[src/sample_word_byte_packer_core_assert.svh]
// ---------------------------------------------------------------------------
// Assertion macros for the sample word byte packer
// Shared concurrent assertion forms, clocked on clk_i and held off in reset.
// ---------------------------------------------------------------------------
`ifndef SAMPLE_WORD_BYTE_PACKER_CORE_ASSERT_SVH
`define SAMPLE_WORD_BYTE_PACKER_CORE_ASSERT_SVH

// Checks an implication property on every clock edge outside reset.
`define SWBP_ASSERT(label, prop, msg) \
  label: assert property (@(posedge clk_i) disable iff (!rst_ni) prop) \
    else $error(msg);

// Checks a plain condition on every clock edge outside reset.
`define SWBP_ASSERT_COND(label, cond, msg) \
  `SWBP_ASSERT(label, (cond), msg)

`endif

[src/swbp_pkg.sv]
`default_nettype none
// ---------------------------------------------------------------------------
// Sample word byte packer package
// Word size mode codes, widths and the register index shared by the packer logic.
// ---------------------------------------------------------------------------
package swbp_pkg;

  localparam logic [1:0] MODE_8BIT  = 2'd0;
  localparam logic [1:0] MODE_12BIT = 2'd1;
  localparam logic [1:0] MODE_16BIT = 2'd2;

  localparam int unsigned WORD12_W = 12;
  localparam int unsigned MAX_BYTES = 3;

  // Register index of the word size mode register.
  localparam logic [1:0] REG_WORD_SIZE_MODE = 2'd0;

endpackage
`default_nettype wire

[src/sample_word_byte_packer_core.sv]
// An accepted request's bytes are loaded into the byte buffer, then pass through the output register.
// One byte leaves per cycle while the receiver does not stall, so a request gives one byte in 8-bit mode
// and two in 16-bit mode. In 12-bit mode the first half of a pair gives none and the second gives three; the cycle
// that accepts the second half finds the buffer empty and leaves a gap in the byte stream.
// The byte buffer drains into the output register; a new request enters as the last byte moves.
// Reset clears the mode register (8-bit), the pending half pair, the byte count and out_valid_o.
`default_nettype none
// ---------------------------------------------------------------------------
// Sample word byte packer core
// Turns converter samples into little-endian bytes in 8-, 12- or 16-bit mode.
// ---------------------------------------------------------------------------
module sample_word_byte_packer_core
  import swbp_pkg::*;
(
  input  wire logic        clk_i,
  input  wire logic        rst_ni,
  // Sample input channel
  input  wire logic        in_valid_i,
  output logic             in_stall_o,
  input  wire logic [15:0] sample_i,
  input  wire logic        is_blank_i,
  input  wire logic        run_start_i,
  // Byte output channel
  output logic             out_valid_o,
  input  wire logic        out_stall_i,
  output logic [7:0]       out_byte_o,
  output logic             last_byte_o,
  // Configuration port
  input  wire logic        psel,
  input  wire logic        penable,
  input  wire logic        pwrite,
  input  wire logic [1:0]  paddr,
  input  wire logic [31:0] pwdata,
  output logic [31:0]      prdata,
  output logic             pready
);

  logic [1:0]          mode_q;
  logic                pend_q, pend_d;
  logic [WORD12_W-1:0] held_q, held_d;
  logic [7:0]          pend_bytes_q [MAX_BYTES];
  logic [1:0]          cnt_q;
  logic                out_valid_q;
  logic [7:0]          out_byte_q;
  logic                out_last_q;

  logic                cfg_wr;
  logic                out_free;
  logic                in_accept;
  logic                pend_cur;
  logic [WORD12_W-1:0] held_cur;
  logic [15:0]         smp;
  logic [23:0]         packed_pair;
  logic [7:0]          nb [MAX_BYTES];
  logic [1:0]          ncnt;
  logic                pair_req;
  logic                word16_req;

  // Configuration register.
  assign pready = 1'b1;
  assign cfg_wr = psel && penable && pwrite && pready;
  assign prdata = (paddr == REG_WORD_SIZE_MODE) ? {30'd0, mode_q} : 32'd0;

  always_ff @(posedge clk_i or negedge rst_ni) begin
    if (!rst_ni) begin
      mode_q <= MODE_8BIT;
    end else if (cfg_wr && paddr == REG_WORD_SIZE_MODE) begin
      mode_q <= pwdata[1:0];
    end
  end

  // Handshake control.
  assign out_free   = !out_valid_q || !out_stall_i;
  assign in_stall_o = !((cnt_q == 2'd0) || (cnt_q == 2'd1 && out_free));
  assign in_accept  = in_valid_i && !in_stall_o;

  // Byte formation for one request.
  always_comb begin
    smp         = is_blank_i ? 16'd0 : sample_i;
    pend_cur    = run_start_i ? 1'b0 : pend_q;
    held_cur    = run_start_i ? '0 : held_q;
    pend_d      = pend_cur;
    held_d      = held_cur;
    packed_pair = {smp[WORD12_W-1:0], held_cur};
    nb[0]       = smp[11:4];
    nb[1]       = 8'd0;
    nb[2]       = 8'd0;
    ncnt        = 2'd1;
    case (mode_q)
      MODE_16BIT: begin
        nb[0] = smp[7:0];
        nb[1] = smp[15:8];
        ncnt  = 2'd2;
      end
      MODE_12BIT: begin
        if (!pend_cur) begin
          pend_d = 1'b1;
          held_d = smp[WORD12_W-1:0];
          ncnt   = 2'd0;
        end else begin
          pend_d = 1'b0;
          held_d = '0;
          nb[0]  = packed_pair[7:0];
          nb[1]  = packed_pair[15:8];
          nb[2]  = packed_pair[23:16];
          ncnt   = 2'd3;
        end
      end
      default: begin
        nb[0] = smp[11:4];
        ncnt  = 2'd1;
      end
    endcase
  end

  always_ff @(posedge clk_i or negedge rst_ni) begin
    if (!rst_ni) begin
      pend_q <= 1'b0;
      held_q <= '0;
    end else if (in_accept) begin
      pend_q <= pend_d;
      held_q <= held_d;
    end
  end

  // Byte buffer: entry 0 is the next byte to leave.
  always_ff @(posedge clk_i or negedge rst_ni) begin
    if (!rst_ni) begin
      cnt_q <= 2'd0;
    end else if (in_accept) begin
      cnt_q <= ncnt;
    end else if (out_free && cnt_q != 2'd0) begin
      cnt_q <= cnt_q - 2'd1;
    end
  end

  always_ff @(posedge clk_i) begin
    if (in_accept) begin
      pend_bytes_q[0] <= nb[0];
      pend_bytes_q[1] <= nb[1];
      pend_bytes_q[2] <= nb[2];
    end else if (out_free && cnt_q != 2'd0) begin
      pend_bytes_q[0] <= pend_bytes_q[1];
      pend_bytes_q[1] <= pend_bytes_q[2];
    end
  end

  // Output register.
  always_ff @(posedge clk_i or negedge rst_ni) begin
    if (!rst_ni) begin
      out_valid_q <= 1'b0;
    end else if (out_free) begin
      out_valid_q <= (cnt_q != 2'd0);
    end
  end

  always_ff @(posedge clk_i) begin
    if (out_free && cnt_q != 2'd0) begin
      out_byte_q <= pend_bytes_q[0];
      out_last_q <= (cnt_q == 2'd1);
    end
  end

  assign out_valid_o = out_valid_q;
  assign out_byte_o  = out_byte_q;
  assign last_byte_o = out_last_q;

  assign pair_req   = in_accept && mode_q == MODE_12BIT && pend_q && !run_start_i;
  assign word16_req = in_accept && mode_q == MODE_16BIT && !run_start_i;

`include "sample_word_byte_packer_core_assert.svh"

  // A byte that is not the last of its request must have followers buffered.
  `SWBP_ASSERT_COND(a_more_bytes, !out_valid_q || out_last_q || cnt_q != 2'd0, "bytes missing")
  // The held half pair is cleared whenever no pair is pending.
  `SWBP_ASSERT_COND(a_held_clear, pend_q || held_q == '0, "held word set without pending pair")
  // Completing a 12-bit pair loads three bytes.
  `SWBP_ASSERT(a_pair_bytes, pair_req |=> cnt_q == 2'd3 && !pend_q, "pair not loaded")
  // A 16-bit request loads two bytes and leaves the pair state alone.
  `SWBP_ASSERT(a_word16_bytes, word16_req |=> cnt_q == 2'd2 && $stable(pend_q), "bad 16-bit load")

endmodule
`default_nettype wire

[config.mk]
export PLATFORM = sky130hd
export DESIGN_NAME = sample_word_byte_packer_core
export DESIGN_NICKNAME = d
export VERILOG_FILES = /design/src/swbp_pkg.sv /design/src/sample_word_byte_packer_core.sv
export VERILOG_INCLUDE_DIRS = /design/src /design/src/src
export SDC_FILE = /design/constraint.sdc
export NUM_CORES = 1
export LEC_CHECK = 0
export ABC_AREA = 0
export BUFFER_PORTS_ARGS = -buffer_cell sky130_fd_sc_hd__clkbuf_2
export CORE_ASPECT_RATIO = 0.9
export CORE_MARGIN = 2
export CORE_UTILIZATION = 40
export CTS_CLUSTER_SIZE = 40
export DETAILED_ROUTE_END_ITERATION = 8
export GPL_ROUTABILITY_DRIVEN = 0
export GPL_TIMING_DRIVEN = 0
export PLACE_DENSITY_LB_ADDON = 0.05
export SLEW_MARGIN = 0
export SYNTH_ARGS = -nofsm -noshare
export SYNTH_HDL_FRONTEND = slang
export SYNTH_SLANG_ARGS = --single-unit
[constraint.sdc]
create_clock -name clk_i -period 1.9 [get_ports clk_i]
set_input_delay 0 -clock clk_i [delete_from_list [all_inputs] [get_ports clk_i]]
set_output_delay 0 -clock clk_i [all_outputs]
set_load 0.05 [all_outputs]
# After elaboration in Yosys (flattened, before gate mapping)
# Memory sizes are Yosys's and may differ from the RTL's. A register that Yosys moved wholly into a read port is not among the register bits.
# Index checks and enable logic that the tools add are counted.
# W data, S select, Z words.
# word_totals
ram_bits	24
out_inout_bits	44
reg_bits	19
wordCells	51
latchBits	0
mem_bits_ro	0
memories	1
inputBits	59
# classes
bitwise	2
n_reduce_logical	15
mux	23
shifts	0
n_addsub	1
multipliers	0
eq_ne	3
div_mod_pow	0
n_lt_le_gt_ge	0
# memory_table
name	depth	width	read_ports	rd_ports_with_merged_regs	wr	line	source
pend_bytes_q	3	8	3	1	3	sample_word_byte_packer_core.sv:41	logic [7:0] pend_bytes_q [MAX_BYTES];
# op_table
operator	n
$mux W12	3
$pmux W8 S2	2
$mux W24	1
$mux W8	3
$mux W16	1
$mux W1	8
$mux W2	4
$logic_and A1 B1 Y1	6
$eq A2 B1 Y1 const B	2
$logic_not A2 Y1	2
$pmux W2 S2	1
$reduce_bool A2 Y1	2
$logic_not A1 Y1	3
$eq A2 B2 Y1 const B	1
$logic_or A1 B1 Y1	2
$or A1 B1 Y1	2
$sub A2 B1 Y2 const B	1

# Depth between registers and ports, before layout
# depth
depth_word	8
ltp_mapped	8
mapped_depth_nobuf	7

# Worst setup path before layout
# No wires, ideal clock.
# synth_path
kind	register to register
startpoint	register out_valid_q, in the netlist out_valid_o
endpoint	memory pend_bytes_q[0][0], enable pin
path_slack_ps	-189
arrival_ps	1755
n_path_buf	0
setup_time_ps	334
path_stages_with_launch	3
period_less_slack_ps	2089
required_time_ps	1566
cell_sequence	dfrtp_1 -> a21oi_1 -> or2_2
# synth_rtl
element	line	source
start, declared	sample_word_byte_packer_core.sv:43	logic out_valid_q;
start signal, assigned	sample_word_byte_packer_core.sv:153	out_valid_q <= (cnt_q != 2'd0);
end, declared	sample_word_byte_packer_core.sv:41	

==> out/qor.log <==
qor: synth.synth_flop_cell sky130_fd_sc_hd__edfxtp_1
qor: synth.proportion_of_synthesized_chip_area_in_sequential_cells 54.7%
qor: drt.detail_routed_via_count_per_cell 4.80
qor: timing.clock-skew-final 0.00463 ns
qor: status.run_status completed
qor: synth.compound_cell_area_share_of_the_yosys_netlist 17.5%
qor: synth.cells_after_synthesis 229
qor: synth.synth_simple_gate_area_share 9.63%
qor: floorplanning.top_level_ports 103
qor: critical_path.cp-start-kind register
qor: floorplanning.initial_core_util 40.7%
qor: finish.design.final.nets 393
qor: synth.synthesized_area_fraction_occupied_by_adder_cells 2.37%
qor: drt.drt-initial-drc-count 128
qor: clocking.clock_tree.buffer_depth 2
qor: synth.avgSynthCellArea 11.5 um2
qor: drt.count_of_antenna_violating_nets_left_after_detailed_routing 0
qor: synth.synth_seq_cells 51
qor: power_and_ir_drop.power.ir.vdd_worst 0.000592 V
qor: critical_path.crit_fanout 6
qor: drt.routed-via-count 2018
qor: worst_hold_path.worst_hold_path.endpoint held_q[10]
qor: worst_hold_path.min_from sample_i[10]
qor: finish.areaGrowthSynthToFinish 33.7%
qor: placement.io_buffers 41
qor: floorplanning.die_h 81.0 um
qor: clocking.clockRootBuffer sky130_fd_sc_hd__clkbuf_8
qor: critical_path.r2r_start cnt_q[1]
qor: global_routing.grt_antenna_before_repair 0
qor: timing.minimum_clock_period_after_layout 1.86 ns
qor: critical_path.critPathRequiredTime 1.97 ns
qor: timing.fin_crit_sh 97.6%
qor: clocking.worst_setup_hold_path_clk_slew 0.10 ns
qor: synth.muxShareOfSynthArea 2.75%
qor: critical_path.worstPathArrival 1.92 ns
qor: timing.max_freq 0.539 GHz
qor: clocking.clock_tree_from_tritoncts built
qor: clocking.cts_inserted_buffers 5
qor: drt.route.detailed.drc 0
qor: clocking.cts-htree-levels 2
qor: drt.drt_pre_antenna_iters 4
qor: synth.top_count_cell_post_synth sky130_fd_sc_hd__edfxtp_1
qor: critical_path.r2r_end pend_bytes_q[1][6]
qor: timing.final-max-slew-violation-count 0
qor: timing.count_of_final_hold_check_violations 0
qor: global_routing.grt.overflow.total 0
qor: timing.setup_tns 0 ns
qor: worst_hold_path.min-delay-path-class in2reg
qor: timing.final.setup.worst_slack 0.0448 ns
qor: drt.routed_wl 6270 um
qor: synth.synth_top_family_by_area compound AO/OA/AOI/OAI gates
qor: critical_path.timing.critical_path.to_type register
qor: placement.place_ws -0.343 ns
qor: synth.synth_enable_flop_cells 33
qor: critical_path.worst_r2r_path_depth 7
qor: global_routing.track_usage 18.2%
qor: floorplanning.die_area 7260 um2
qor: global_routing.grt_start_max_net_pins 19
qor: power_and_ir_drop.power.density 1470 nW/um2
qor: synth.synth_area_leaders sky130_fd_sc_hd__edfxtp_1 38%, sky130_fd_sc_hd__dfrtp_1 17%, sky130_fd_sc_hd__buf_4 8.8%
qor: global_routing.first_pass_grt_wire_length 9690 um
qor: timing.rsz0062_at_grt yes
qor: flow_run.maxCapViolCount 0
qor: power_and_ir_drop.power_switching_share 40.5%
qor: power_and_ir_drop.seq_power_share 37.7%
qor: synth.yosysUniqueCellTypes 43
qor: power_and_ir_drop.net_switching_component_of_the_power 0.00210 W
qor: worst_hold_path.hold_path_depth 3
qor: placement.dpl.hpwl 4270 um
qor: global_routing.number_of_global_route_vias_before_repair 1878
qor: timing.timing.final.setup_violations 0
qor: power_and_ir_drop.clock_power_share 14.8%
qor: finish.final_layout_size_suffix_gt1_share 39.7%
qor: floorplanning.die_width 89.6 um
qor: critical_path.criticalPathCategory reg2reg
qor: clocking.clock-sinks 51
qor: power_and_ir_drop.p_comb_share 47.5%
qor: synth.yosys.area.top_type sky130_fd_sc_hd__edfxtp_1
qor: synth.synthesis.area 2640 um2
qor: clocking.insertion_delay 0.31 ns
qor: synth.async_flop_share 35.3%
qor: drt.wire_per_inst 14.9 um
qor: power_and_ir_drop.power_leakage 1.57 nW
qor: critical_path.ff_to_ff_setup_slack 0.04 ns
qor: synth.synth_common_cells 33 x sky130_fd_sc_hd__edfxtp_1, 31 x sky130_fd_sc_hd__buf_4, 21 x sky130_fd_sc_hd__nor2_1
qor: synth.yosys.area.top_type_share 37.6%
qor: floorplanning.core_region_area 6480 um2
qor: power_and_ir_drop.p_int 0.00309 W
qor: floorplanning.row_count 28
qor: finish.antennaDiodeCount 0
qor: synth.synthXorXnorAreaFrac 0.332%
qor: synth.yosysWarnings 0
worst max-delay path: stages, from the launching register on:
cell and delay [ns]:
sky130_fd_sc_hd__dfrtp_1 0.38, sky130_fd_sc_hd__inv_2 0.06, sky130_fd_sc_hd__ha_2 0.19, sky130_fd_sc_hd__a221o_2 0.44
sky130_fd_sc_hd__nand2b_4 0.12, sky130_fd_sc_hd__buf_8 0.13, sky130_fd_sc_hd__nor2_2 0.06, sky130_fd_sc_hd__a22o_1 0.23
cells in the final DEF (no fill, tap or decap), types with 3 or more instances in the layout:
| master | synthesis | routed |
|---|---|---|
| sky130_fd_sc_hd__buf_4 | 31 | 44 |
| sky130_fd_sc_hd__clkbuf_2 | 0 | 42 |
| sky130_fd_sc_hd__edfxtp_1 | 33 | 33 |
| sky130_fd_sc_hd__conb_1 | 2 | 31 |
| sky130_fd_sc_hd__nor2_1 | 21 | 20 |
| sky130_fd_sc_hd__dfrtp_1 | 18 | 17 |
| sky130_fd_sc_hd__a22o_1 | 12 | 12 |
| sky130_fd_sc_hd__nand2b_1 | 9 | 9 |
| sky130_fd_sc_hd__nand2_1 | 9 | 9 |
| sky130_fd_sc_hd__inv_1 | 10 | 8 |
| sky130_fd_sc_hd__o2bb2ai_1 | 8 | 8 |
| sky130_fd_sc_hd__dlygate4sd3_1 | 0 | 8 |
| sky130_fd_sc_hd__a22oi_1 | 6 | 6 |
| sky130_fd_sc_hd__buf_2 | 7 | 5 |
| sky130_fd_sc_hd__a21oi_1 | 6 | 5 |
| sky130_fd_sc_hd__mux2i_1 | 5 | 5 |
| sky130_fd_sc_hd__o21ai_0 | 5 | 5 |
| sky130_fd_sc_hd__clkbuf_8 | 0 | 5 |
| sky130_fd_sc_hd__a221oi_2 | 0 | 4 |
| sky130_fd_sc_hd__a311oi_2 | 0 | 3 |
worst max path at each step:
stage | start | end | slack, ns | cells after the start
floorplan | cnt_q[0] | pend_bytes_q[0][0] | 0.04 | 5
global placement | cnt_q[1] | held_q[2] | -0.32 | 8
CTS | mode_q[1] | pend_bytes_q[0][7] | -0.02 | 7
finish | cnt_q[1] | pend_bytes_q[1][6] | 0.04 | 7
detailed placement | cnt_q[1] | held_q[3] | -0.34 | 8
global route | mode_q[1] | pend_bytes_q[0][7] | -0.007 | 6
final cells by class:
class	instances	area (um2)
well taps	90	113
multi-input cells	156	1100
fillers	567	2960
flip-flops and latches	51	1440
clock buffers	5	68.8
inverters	10	41.3
plain buffers	41	307
repair inverters	1	5.00
clock inverters	3	43.8
repair buffers	63	405
state kept, by name, indices dropped and copies added, names as in the netlist:
| signal | count |
|---|---|
| pend_q | 1 |
| held_q | 12 |
| cnt_q | 2 |
| last_byte_o | 1 |
| mode_q | 2 |
| out_valid_o | 1 |
| out_byte_o | 8 |
| pend_bytes_q | 24 |
stage by stage:
stage	hold WS, ns	utilization [%]	power (W)	area, um2	instances
after floorplan	-0.296	-	0.00350	2750	258
after global placement	-0.00862	47.3	0.00397	3070	389
after detailed placement	-0.0103	47.3	0.00400	3070	389
after CTS	0.0186	52.5	0.00497	3400	416
after global routing	0.0407	54.4	0.00552	3520	420
final	0.0251	54.4	0.00520	3520	420
logic make-up after synthesis:
family,Yosys count
compound gates,59
simple gates,52
buf+inv,52
flops,51
mux,7
fa+ha+maj,5
other cells,2
xor+xnor,1
power groups by stage:
stage	logic (W)	registers, W	clock network [W]
detailed placement	0.00201	0.00198	0
CTS	0.00222	0.00196	0.000789
global placement	0.00200	0.00197	0
floorplan	0.00121	0.00229	0
global route	0.00267	0.00202	0.000828
finish	0.00247	0.00196	0.000771
routing by layer:
| layer | share of wire, % | up-vias | GRT usage [%] |
|---|---|---|---|
| met5 | 0 | - | 0 |
| met4 | 0.72 | 0 | 6.27 |
| met3 | 5.1 | 6 | 3.86 |
| met2 | 49 | 61 | 28.4 |
| met1 | 45 | 967 | 25.2 |
| li1 | - | 984 | - |
what timing repair did:
action                                 in CTS  in global routing
gates resized for setup                    13                 22
cloned                                      1                  3
setup endpoints to repair                  39                 47
setup buffers                              10                  2
pin swaps                                   3                  8
endpoints found under the hold margin      25                  0
hold buffers                                8                  0
No activity file was read; power rests on OpenSTA's default activity.
